File: src/hdl/fsib_pkg.sv
// Shared types and constants for the frequency-sorted index builder.
// Depends on nothing; every other file of the block imports it.
package fsib_pkg;

  // Number of entries the index holds, one cell each.
  localparam int ENTRIES      = 256;
  // Byte offset step between consecutive logged records.
  localparam int RECORD_BYTES = 16;

  localparam int KEY_W = 32;
  localparam int OFF_W = 32;

  // Item kind codes on the input channel.
  localparam logic [1:0] KIND_INSERT = 2'd0;
  localparam logic [1:0] KIND_READ   = 2'd1;
  localparam logic [1:0] KIND_CLEAR  = 2'd2;

  // One stored entry as it moves along the chain.
  typedef struct packed {
    logic             vld;
    logic [KEY_W-1:0] key;
    logic [OFF_W-1:0] off;
  } entry_t;

  // Operation broadcast to every cell in a cycle.
  typedef enum logic [1:0] {
    OP_NONE,
    OP_INSERT,
    OP_POP,
    OP_CLEAR
  } op_t;

  // Command bundle sent from the top level to the cells.
  typedef struct packed {
    op_t              op;
    logic [KEY_W-1:0] freq;
    logic [OFF_W-1:0] off;
  } cmd_t;

endpackage

File: src/hdl/fsib_cell.sv
// One cell of the sorted chain: holds a single entry and trades it with its neighbors.
// Depends on fsib_pkg for the entry and command types.
module fsib_cell (
  input  logic           clk,
  input  logic           rst_n,
  input  fsib_pkg::cmd_t   cmd_i,
  input  fsib_pkg::entry_t left_i,
  input  logic           left_take_i,
  input  fsib_pkg::entry_t right_i,
  output fsib_pkg::entry_t ent_o,
  output logic           take_o
);
  import fsib_pkg::*;

  entry_t ent_r;
  entry_t ent_nxt;
  entry_t new_ent;
  logic   gt;

  // A cell gives way to a new key if it is empty or holds a strictly larger key.
  // Because the chain is sorted, the cells that give way form a suffix.
  always_comb begin
    gt      = ent_r.vld && (ent_r.key > cmd_i.freq);
    take_o  = gt || !ent_r.vld;
    new_ent = '{vld: 1'b1, key: cmd_i.freq, off: cmd_i.off};
    ent_nxt = ent_r;
    unique case (cmd_i.op)
      OP_INSERT: begin
        // The first cell that gives way stores the new entry; the rest shift right.
        if (take_o) begin
          ent_nxt = left_take_i ? left_i : new_ent;
        end
      end
      OP_POP: begin
        // Every cell takes its right neighbor's entry.
        ent_nxt = right_i;
      end
      OP_CLEAR: begin
        ent_nxt.vld = 1'b0;
      end
      OP_NONE: begin
      end
      default: begin
      end
    endcase
  end

  // The valid bit is control state and is reset; key and offset carry no reset.
  always_ff @(posedge clk) begin
    if (!rst_n) begin
      ent_r.vld <= 1'b0;
    end else begin
      ent_r.vld <= ent_nxt.vld;
    end
    ent_r.key <= ent_nxt.key;
    ent_r.off <= ent_nxt.off;
  end

  assign ent_o = ent_r;

endmodule

File: config.mk
export PLATFORM = sky130hd
export DESIGN_NAME = fsib_cell
export DESIGN_NICKNAME = d
export VERILOG_FILES = /design/src/hdl/fsib_pkg.sv /design/src/hdl/fsib_cell.sv
export SDC_FILE = /design/constraint.sdc
export NUM_CORES = 1
export LEC_CHECK = 0
export ABC_AREA = 0
export BUFFER_PORTS_ARGS = -buffer_cell sky130_fd_sc_hd__clkbuf_2
export CAP_MARGIN = 30
export CELL_PAD_IN_SITES_DETAIL_PLACEMENT = 0
export CELL_PAD_IN_SITES_GLOBAL_PLACEMENT = 1
export CORE_MARGIN = 5
export CORE_UTILIZATION = 30
export CTS_BUF_LIST = sky130_fd_sc_hd__clkbuf_4 sky130_fd_sc_hd__clkbuf_8
export CTS_CLUSTER_DIAMETER = 80
export CTS_CLUSTER_SIZE = 24
export DETAILED_ROUTE_END_ITERATION = 10
export GPL_TIMING_DRIVEN = 0
export PLACE_DENSITY = 0.82
export SYNTH_ARGS = -nofsm -noshare
export SYNTH_HDL_FRONTEND = slang
export SYNTH_SLANG_ARGS = --single-unit
File: constraint.sdc
create_clock -name clk -period 12 [get_ports clk]
set_clock_uncertainty 0.05 [all_clocks]
set_input_delay 2.4 -clock clk [delete_from_list [all_inputs] [get_ports clk]]
set_output_delay 2.4 -clock clk [all_outputs]
set_load 0.1 [all_outputs]
After elaboration in Yosys (flattened, before gate mapping)
Index checks and enable logic that the tools add are counted.
{"block": "word_totals", "reg_bits": 65, "wordCells": 19}
{"block": "classes", "magnitude_cmp": 1, "eq_ne": 4, "mux": 4, "reduce_logical": 7}
{"cell": "$mux W65", "n": 2}
{"cell": "$pmux W64 S2", "n": 1}
{"cell": "$gt A32 B32 Y1", "n": 1}
{"cell": "$eq A2 B2 Y1 const B", "n": 2}
{"cell": "$reduce_and A2 Y1", "n": 2}
{"cell": "$pmux W1 S3", "n": 1}
{"cell": "$reduce_bool A3 Y1", "n": 1}
{"cell": "$eq A2 B1 Y1 const B", "n": 1}
{"cell": "$ne A2 B2 Y1 const B", "n": 1}
{"cell": "$reduce_bool A2 Y1", "n": 1}
{"cell": "$logic_and A1 B1 Y1", "n": 1}
{"cell": "$logic_not A1 Y1", "n": 1}
{"cell": "$logic_or A1 B1 Y1", "n": 1}

Depth between registers and ports, before layout
Gate-level depths: netlist of the first run.
{"block": "depth", "ltp_word": 5, "ltp_mapped": 8, "mapped_depth_nobuf": 8}

Least setup slack after synthesis of the first run
Ideal clock, no wire load.
{"block": "synth_timing", "kind": "input port to flip-flop", "from": "input port cmd_i[45] (netlist name)", "to": "register ent_r (netlist bit ent_o[0]) (enable)", "setup_time_ns": 0.499, "t_arrival_ns": 6.589, "required_time_ns": 11.451, "path_slack_ns": 4.862, "stages": 8, "path_cell_list": "inv_1 ha_1 nand4_1 or3_1 a21oi_1 or4b_1 a22oi_2 o21bai_1"}
{"block": "synth_between", "elab_chain_cells": 5}
{"element": "start, declared", "line": "fsib_cell.sv:6", "source": "input fsib_pkg::cmd_t cmd_i,"}
{"element": "$gt A32 B32 Y1", "line": "fsib_cell.sv:23", "source": "gt = ent_r.vld && (ent_r.key > cmd_i.freq);"}
{"element": "$logic_and A1 B1 Y1", "line": "fsib_cell.sv:23"}
{"element": "$logic_or A1 B1 Y1", "line": "fsib_cell.sv:24", "source": "take_o = gt || !ent_r.vld;"}
{"element": "$ne A2 B2 Y1 (no source line)"}
{"element": "$reduce_and A2 Y1 (no source line)"}
{"element": "end, declared", "line": "fsib_cell.sv:15", "source": "entry_t ent_r;"}
Every way passes these cells.
A chain may end at the register's enable or synchronous reset.

Worst setup path after layout of the first run
{"block": "layout_timing", "from": "input port cmd_i[45] (netlist name)", "to": "output port take_o"}
{"block": "layout_between", "elab_chain_cells": 3}
{"element": "$gt A32 B32 Y1", "line": "fsib_cell.sv:23"}
{"element": "$logic_and A1 B1 Y1", "line": "fsib_cell.sv:23"}
{"element": "$logic_or A1 B1 Y1", "line": "fsib_cell.sv:24"}
{"element": "end, declared", "line": "fsib_cell.sv:11", "source": "output logic take_o"}
Every way passes these cells.

==> qor.csv, run 1 <==
stage,metric,value,unit
cells_and_area,layout cells sized above 1,0.420,
sta,fin crit share,0.595,
route,vias per cell,4.70,
yosys,Unique masters post-synth,31,
yosys,Syn Area/Cell,10.2,um2
cells_and_area,final std cells w/o fill,859,
min_path,worst hold path type,flop to flop,
yosys,complex-gate fraction of the synthesized area,0.126,
placement,PortBufs,264,
sta,fmax,140,MHz
clock_tree,Post-CTS Setup Inserts,0,
global_route,first-pass GRT wire length,21400,um
cells_and_area,final core utilization,0.439,
floorplan,DIE HEIGHT,127,um
sta,Worst Tran Pin Value,0.857,ns
route,met2 wire len,6770,um
yosys,Synth Warn #,0,
route,DR top layer,met4,
setup_path,worst-path cell chain,"clkbuf_2, inv_1, ha_1, a211oi_2, o22ai_1, a211o_1, or4b_1, a22oi_2, inv_1, clkbuf_2",
setup_path,worst-path fanout max,3,
sta,Period minus WS final,7.14,ns
status,status,"finished, final reports clean",
cells_and_area,layout overhead on the synthesized area,42.8,%
route,met1 WL,5460,um
yosys,simple-gate portion of the synthesized area,0.0946,
clock_tree,CTS tree,done,
yosys,Post-synth ARST share,0,
cells_and_area,Largest register FFs,65,
yosys,multiplexer area fraction after synthesis,0.156,
yosys,most instantiated cells after synthesis,"nand2_1, o21ai_0, edfxtp_1, mux2i_1, inv_1",
yosys,Synth Area in XOR/XNOR,0,
yosys,"top cells by area, synth","edfxtp_1, mux2i_1, ha_1",
clock_tree,"Hold-fix buffers, CTS",0,
route,metal3 WL,1120,um
global_route,largest net degree at the start of global routing,27,
yosys,main combinational cell family by area after synthesis,multiplexers,
setup_path,CP Capture Type,primary output,
floorplan,area of the core,13300,um2
clock_tree,Max Root-Sink Buffers,2,
floorplan,Placement Rows,42,
yosys,"Top FF cell, synth",edfxtp_1,
yosys,Synth Register Bits,65,
global_route,GRT Total Usage,0.168,
setup_path,Worst setup SP type,input port,
yosys,dominant cell by count in the synthesized netlist,nand2_1,
cells_and_area,layout net count,911,
pwr,Total Power,0.745,mW
sta,number of failing hold endpoints at the final stage,0,
setup_path,crit path max-delay cell type,or4b_1,
route,DRC Markers,0,
pwr,Max IR drop VDD,50.8,uV
sta,setup TNS,0,ns
floorplan,die area,16100,um2
setup_path,Buf/Inv on CP,4,
placement,HPWL Detailed,11300,um
cells_and_area,cell area after layout,5850,um2
route,Routed Antenna Nets,0,
clock_tree,cts repair resizes,0,
route,total number of vias,4037,
yosys,Post-synth EDFFs,64,
pwr,P per Cell Area,127,nW/um2
sta,RSZ-0062 raised after global routing,no,
clock_tree,clk_lat worst skew,0.34,ns
yosys,"area leader, netlist",edfxtp_1,
setup_path,CP max stage delay,0.48,ns
pwr,Lkg Pwr,2.95,nW
clock_tree,clock sink total,65,
flow_run,max-cap viol count,0,
sta,Final Max Slew Viols,0,
route,Post-Route WL,13700,um
route,Initial DRC Count,126,
global_route,initial antenna violation count,0,
yosys,Cells after Synth,403,
clock_tree,clock-pin slew on the worst setup and hold paths,0.07,ns
placement,cell count after placement,845,
yosys,Adder-Cell Fraction of Synth Area,0.0977,
placement,area of placed instances,5700,um2
clock_tree,root buffer cell,clkbuf_8,
route,average routed wire per standard cell,16.0,um
sta,final setup fails,0,
setup_path,Required @ worst endpoint,9.55,ns
yosys,post-synthesis sequential area ratio,0.474,
global_route,vias in the first global route,4275,
placement,placer congestion estimate,0.846,
clock_tree,H-tree levels,3,
global_route,grt ovf,0,
cells_and_area,Antenna Cells,0,
sta,Slew headroom,0.429,
floorplan,boundary pin count,265,
setup_path,WP data arrival,4.69,ns
route,First-pass DRT Iterations,5,
setup_path,Crit Path Class,input port to primary output,
yosys,Syn Nets,634,
yosys,Post-Syn Area,4100,um2
floorplan,die width,127,um
yosys,share of the synthesized area in the top cell type,0.469,
setup_path,cell family with the largest share of critical-path delay,compound AO/OA/AOI/OAI gates,
floorplan,Starting Density,0.307,
clock_tree,CTS buffer count,9,
## cells by family after synthesis
kind of cell / count (synthesis)
compound gates: 94
fa+ha+maj: 32
buf+inv: 55
flops: 65
mux: 64
simple gates: 93
## worst register-to-register path: stages, from the launching register on
cell and delay (ns):
edfxtp_1 0.40, ha_1 0.34, nand4_1 0.14, nor4_1 0.53, nand2_1 0.12, o21ai_1 0.16
a22oi_2 0.14, o21bai_4 0.65, buf_12 0.28
## final timing paths
check	start	endpoint	slack, ns	cells past startpoint
max	cmd_i[45]	take_o	4.86	10
min	ent_o[64]	ent_o[64]	0.66	2
max reg2reg	ent_o[59]	ent_o[12]	8.87	8
min reg2reg	ent_o[64]	ent_o[64]	0.66	2
## report_power, final
group	switching, mW	total [mW]	internal, mW
Combinational	0.224	0.296	0.0717
Clock	0.0832	0.162	0.0785
Sequential	0.00903	0.287	0.278
## area by class of cell
class                   count  area [um2]
plain buffers              21        86.3
clock buffers              12         146
clock inverters             2        7.51
fillers                  1347        7490
inverters                  34         128
multi-input cells         283        1960
flip-flops and latches     65        1940
well taps                 176         220
repair buffers            266        1370
## placed cells by master, fill, tap and decap left out, drive strengths merged, types with 2 or more instances in the layout
master	netlist	final
nand4	6	6
nand3	3	3
a21oi	13	13
nor2b	2	2
edfxtp	64	64
clkinv	0	2
inv	34	34
ha	32	32
buf	7	9
o21ai	70	70
nand2	73	73
clkbuf	14	290
nor2	4	4
mux2i	64	64
a211o	2	2
## metrics by stage
stage | hold slack (ns) | setup slack, ns
finish | 0.662 | 4.86
global route | 0.713 | 4.68
CTS | 0.660 | 4.82
detailed placement | 0.643 | 4.83
global placement | 0.638 | 2.91
floorplan | 1.24 | 4.86
## per-layer routing
metal  up-vias  global-route usage
met5         -                   0
met4         0              0.0681
met3        25              0.0479
met2       179               0.292
met1      1823               0.195
li1       2010                   -
No activity file was read; power rests on OpenSTA's default activity.
==> run 2: changes to the inputs <==
Settings changed: CORE_UTILIZATION 30 to 28, PLACE_DENSITY 0.82 to 0.8.
Clock period 12 ns to 6.15 ns, I/O delays scaled along.
==> qor.csv, run 2 (same netlist as run 1, synthesis figures left out) <==
stage,metric,value,unit,change
status,status,"finished, final reports clean",,unchanged
setup_path,Worst setup SP type,input port,,unchanged
route,total number of vias,4045,,was 4037
pwr,Total Power,1.55,mW,was 0.745 mW
cells_and_area,cell area after layout,5930,um2,was 5850 um2
setup_path,CP Capture Type,primary output,,unchanged
sta,Slew headroom,0.529,,was 0.429
global_route,GRT Total Usage,0.159,,was 0.168
placement,placer congestion estimate,0.853,,was 0.846
global_route,first-pass GRT wire length,20900,um,was 21400 um
sta,Final Max Slew Viols,0,,unchanged
clock_tree,clock sink total,65,,unchanged
min_path,worst hold path type,flop to flop,,unchanged
floorplan,die area,17200,um2,was 16100 um2
route,Initial DRC Count,154,,was 126
route,Post-Route WL,13800,um,was 13700 um
setup_path,crit path max-delay cell type,or4b_1,,unchanged
placement,HPWL Detailed,11600,um,was 11300 um
pwr,Lkg Pwr,2.98,nW,was 2.95 nW
sta,number of failing hold endpoints at the final stage,0,,unchanged
clock_tree,cts repair resizes,0,,unchanged
setup_path,worst-path fanout max,3,,unchanged
flow_run,max-cap viol count,0,,unchanged
setup_path,Buf/Inv on CP,4,,unchanged
cells_and_area,most frequent cells in the layout,"clkbuf_2, nand2_1, o21ai_0",,unchanged
pwr,Max IR drop VDD,96.4,uV,was 50.8 uV
global_route,grt ovf,0,,unchanged
clock_tree,CTS buffer count,9,,unchanged
sta,RSZ-0062 raised after global routing,no,,unchanged
setup_path,cell family with the largest share of critical-path delay,compound AO/OA/AOI/OAI gates,,unchanged
setup_path,Crit Path Class,input port to primary output,,unchanged
floorplan,area of the core,14400,um2,was 13300 um2
route,average routed wire per standard cell,15.9,um,was 16.0 um
clock_tree,Max Root-Sink Buffers,2,,unchanged
pwr,Clk pwr share,0.264,,was 0.217
route,Routed Antenna Nets,0,,unchanged
cells_and_area,Reg area,1940,um2,unchanged
pwr,switching pwr,0.637,mW,was 0.317 mW
sta,Worst Tran Pin Value,0.707,ns,was 0.857 ns
sta,setup TNS,0,ns,unchanged
sta,final setup fails,0,,unchanged
floorplan,die width,131,um,was 127 um
pwr,Sw Share,0.411,,was 0.425
setup_path,worst-path cell chain,"clkbuf_2, inv_1, ha_1, a211oi_2, o22ai_1, a211o_1, or4b_1, a22oi_2, inv_1, clkbuf_2",,unchanged
setup_path,CP max stage delay,0.48,ns,about the same
clock_tree,CTS tree,done,,unchanged
clock_tree,Post-CTS Setup Inserts,0,,unchanged
pwr,power share of the sequential group,0.363,,was 0.386
global_route,largest net degree at the start of global routing,25,,was 27
clock_tree,clock-pin slew on the worst setup and hold paths,0.07,ns,about the same
route,DRC Markers,0,,unchanged
cells_and_area,area occupied by multi-input gates,1960,um2,unchanged
clock_tree,clk_lat worst skew,0.36,ns,was 0.34 ns
cells_and_area,final core utilization,0.411,,was 0.439
sta,fmax,207,MHz,
sta,Period minus WS final,4.83,ns,
cells_and_area,Largest register FFs,65,,unchanged
sta,fin crit share,0.785,,
floorplan,DIE HEIGHT,131,um,was 127 um
cells_and_area,layout cells sized above 1,0.425,,was 0.420
floorplan,Starting Density,0.284,,was 0.307
pwr,P per Cell Area,261,nW/um2,was 127 nW/um2
cells_and_area,"most common cell after layout, fill and taps aside",clkbuf_2,,unchanged
cells_and_area,layout overhead on the synthesized area,44.6,%,was 42.8%
pwr,Gate power share,0.374,,was 0.397
pwr,P_int,0.911,mW,was 0.428 mW
placement,area of placed instances,5710,um2,was 5700 um2
placement,PortBufs,264,,unchanged
cells_and_area,Antenna Cells,0,,unchanged
clock_tree,root buffer cell,clkbuf_8,,unchanged
setup_path,WP data arrival,3.55,ns,was 4.69 ns
global_route,initial antenna violation count,0,,unchanged
floorplan,Placement Rows,44,,was 42
route,First-pass DRT Iterations,4,,was 5
clock_tree,"Hold-fix buffers, CTS",0,,unchanged
setup_path,Required @ worst endpoint,4.87,ns,was 9.55 ns
global_route,vias in the first global route,4197,,was 4275
cells_and_area,layout net count,911,,unchanged
clock_tree,H-tree levels,3,,unchanged
floorplan,boundary pin count,265,,unchanged
route,vias per cell,4.65,,was 4.70
cells_and_area,# fillers,1454,,was 1347
## run 2: per-stage QoR
step	instances	hold WS [ns]	worst slack, ns
after floorplan	403	1.24	0.182
final	869	0.667	1.32
after global placement	851	0.676	-1.87
after CTS	869	0.694	1.29
after detailed placement	853	0.673	1.29
after global routing	869	0.728	1.19
## run 2: worst register-to-register path, delay by kind of cell, from the launching register on
kind,cells,cell delay [ns]
buffers and inverters,1,0.27
AND/OR/NAND/NOR,3,0.82
flip-flops,1,0.40
AO/OA/AOI/OAI,3,0.90
adder cells (fa/ha/maj),1,0.34
## run 2: final cells by class
cell class	count	area share
Buffer	21	0.0146
Clock buffer	9	0.0209
Clock inverter	7	0.0160
Inverter	34	0.0215
Multi-Input combinational cell	283	0.330
Sequential cell	65	0.327
Tap cell	184	0.0388
Timing Repair Buffer	266	0.231
## run 2: path summary, 6_finish.rpt
| check | start | end | slack, ns | cells after the start |
|---|---|---|---|---|
| min | ent_o[64] | ent_o[64] | 0.67 | 2 |
| max | cmd_i[45] | take_o | 1.32 | 10 |
| min reg2reg | ent_o[64] | ent_o[64] | 0.67 | 2 |
| max reg2reg | ent_o[59] | ent_o[50] | 3.05 | 8 |
## run 2: routing by layer
layer / track usage / vias up / wire, um
li1: - / 2002 / -
met1: 0.176 / 1849 / 5150
met2: 0.290 / 181 / 7220
met3: 0.0419 / 13 / 1220
met4: 0.0599 / 0 / 226
met5: 0 / - / 0
## run 2: power by group through the flow
stage | clock network (mW) | registers [mW] | logic (mW)
after global placement | 0 | 0.577 | 0.569
after detailed placement | 0 | 0.571 | 0.583
after CTS | 0.429 | 0.562 | 0.584
after floorplan | 0 | 0.862 | 0.134
after global routing | 0.444 | 0.566 | 0.615
final | 0.408 | 0.561 | 0.578
==> run 3: changes to the inputs <==
Settings changed: CORE_UTILIZATION 28 to 30, PLACE_DENSITY 0.8 to 0.82.
Clock period 6.15 ns to 4.6 ns, I/O delays scaled along.
==> qor.csv, run 3 (same netlist as run 1, synthesis figures left out) <==
stage,metric,value,unit,change
clock_tree,clock sink total,65,,unchanged
clock_tree,Max Root-Sink Buffers,2,,unchanged
cells_and_area,"most common cell after layout, fill and taps aside",clkbuf_2,,unchanged
route,Routed Antenna Nets,0,,unchanged
setup_path,worst-path cell chain,"clkbuf_2, inv_1, ha_1, a211oi_2, o22ai_1, a211o_1, or4b_1, a22oi_2, inv_1, clkbuf_2",,unchanged
clock_tree,"Hold-fix buffers, CTS",0,,unchanged
min_path,worst hold path type,flop to flop,,unchanged
clock_tree,root buffer cell,clkbuf_8,,unchanged
clock_tree,H-tree levels,3,,unchanged
setup_path,CP max stage delay,0.49,ns,was 0.48 ns
setup_path,RR Startpoint,ent_o[45],,was ent_o[59]
setup_path,WP data arrival,3.20,ns,was 3.55 ns
route,total number of vias,3956,,was 4045
pwr,Lkg Pwr,2.97,nW,was 2.98 nW
min_path,hold path startpoint,ent_o[64],,unchanged
clock_tree,clock-pin slew on the worst setup and hold paths,0.06,ns,was 0.07 ns
placement,HPWL Detailed,11300,um,was 11600 um
cells_and_area,# fillers,1352,,was 1454
cells_and_area,Largest register FFs,65,,unchanged
floorplan,die area,16100,um2,was 17200 um2
floorplan,Placement Rows,42,,was 44
min_path,Hold Crit Endpoint,ent_o[64],,unchanged
sta,fin crit share,0.907,,
floorplan,DIE HEIGHT,127,um,was 131 um
clock_tree,cts repair resizes,0,,unchanged
route,average routed wire per standard cell,15.7,um,was 15.9 um
setup_path,Crit Path Class,input port to primary output,,unchanged
global_route,GRT Total Usage,0.164,,was 0.159
setup_path,CP Capture Type,primary output,,unchanged
global_route,largest net degree at the start of global routing,29,,was 25
sta,fmax,240,MHz,
cells_and_area,final std cells w/o fill,861,,was 869
flow_run,max-cap viol count,0,,unchanged
sta,Worst Tran Pin Value,0.863,ns,was 0.707 ns
pwr,Max IR drop VDD,135,uV,was 96.4 uV
floorplan,Starting Density,0.307,,was 0.284
setup_path,Worst Setup SP,cmd_i[45],,unchanged
min_path,Min-Delay Path Depth,2,,unchanged
sta,Final Hold Slack,0.656,ns,was 0.667 ns
cells_and_area,area occupied by multi-input gates,1960,um2,unchanged
sta,Slew headroom,0.424,,was 0.529
setup_path,worst-case reg-to-reg path depth,8,,unchanged
global_route,vias in the first global route,4270,,was 4197
sta,Period minus WS final,4.17,ns,
clock_tree,clk_lat worst skew,0.34,ns,was 0.36 ns
cells_and_area,Antenna Cells,0,,unchanged
placement,cell count after placement,845,,was 853
sta,RSZ-0062 raised after global routing,no,,unchanged
clock_tree,CTS buffer count,9,,unchanged
setup_path,RR Endpoint,ent_o[17],,was ent_o[50]
global_route,initial antenna violation count,0,,unchanged
cells_and_area,layout overhead on the synthesized area,43.5,%,was 44.6%
setup_path,Required @ worst endpoint,3.63,ns,was 4.87 ns
setup_path,Worst setup SP type,input port,,unchanged
route,First-pass DRT Iterations,4,,unchanged
floorplan,area of the core,13300,um2,was 14400 um2
cells_and_area,layout cells sized above 1,0.420,,was 0.425
global_route,grt ovf,0,,unchanged
sta,final setup fails,0,,unchanged
placement,PortBufs,264,,unchanged
setup_path,worst-path fanout max,3,,unchanged
route,DRC Markers,0,,unchanged
cells_and_area,Reg area,1940,um2,unchanged
placement,placer congestion estimate,0.871,,was 0.853
route,Initial DRC Count,198,,was 154
clock_tree,CTS tree,done,,unchanged
setup_path,crit path max-delay cell type,or4b_1,,unchanged
route,Post-Route WL,13500,um,was 13800 um
sta,Final Max Slew Viols,0,,unchanged
sta,number of failing hold endpoints at the final stage,0,,unchanged
cells_and_area,layout net count,911,,unchanged
route,vias per cell,4.59,,was 4.65
pwr,Total Power,2.00,mW,was 1.55 mW
setup_path,register-to-register setup slack,1.68,ns,was 3.05 ns
pwr,P per Cell Area,339,nW/um2,was 261 nW/um2
floorplan,die width,127,um,was 131 um
floorplan,boundary pin count,265,,unchanged
cells_and_area,most frequent cells in the layout,"clkbuf_2, nand2_1, o21ai_0",,unchanged
status,status,"finished, final reports clean",,unchanged
global_route,first-pass GRT wire length,20900,um,about the same
clock_tree,Post-CTS Setup Inserts,0,,unchanged
==> run 3: stage by stage <==
stage | TNS [ns] | util | area (um2) | setup WS (ns)
2_1_floorplan | 0 | - | 4100 | 0.282
3_3_place_gp | -56.39 | 0.423 | 5650 | -0.885
3_5_place_dp | 0 | 0.427 | 5700 | 0.407
4_1_cts | 0 | 0.441 | 5890 | 0.402
5_1_grt | 0 | 0.441 | 5890 | 0.300
6_report | 0 | 0.441 | 5890 | 0.428
==> run 3: report_power, final <==
part / leakage, nW / switching, mW / internal (mW)
sequential: 0.629 / 0.0241 / 0.726
combinational: 2.24 / 0.584 / 0.187
clock: 0.0967 / 0.218 / 0.256
==> run 3: worst max-delay path: cells and delay by family <==
family          cells  cell delay, ns
buf+inv             4            0.58
simple gates        1            0.49
fa+ha+maj           1            0.31
compound gates      4            0.90
==> run 3: area by class of cell <==
cell class	count	area share
timing repair buffer	266	0.233
multi-input combinational	283	0.332
tap	176	0.0374
inverter	34	0.0217
clock buffer	11	0.0236
sequential	65	0.330
buffer	21	0.0147
clock inverter	5	0.00787
==> run 3: how the worst max path moves through the flow <==
stage | endpoint | slack (ns) | cells past startpoint
2_1_floorplan | ent_o[0] | 0.28 | 7
3_3_place_gp | ent_o[16] | -0.89 | 9
3_5_place_dp | take_o | 0.41 | 10
4_1_cts | take_o | 0.40 | 10
5_1_grt | take_o | 0.30 | 10
6_report | take_o | 0.43 | 10
==> run 3: metal layers <==
layer  vias to the layer above  track usage  share of wire
met2                       168        0.276           0.49
met4                         0       0.0681          0.021
met3                        19       0.0471          0.078
li1                       2007            -              -
met1                      1762        0.196           0.41
met5                         -            0              0
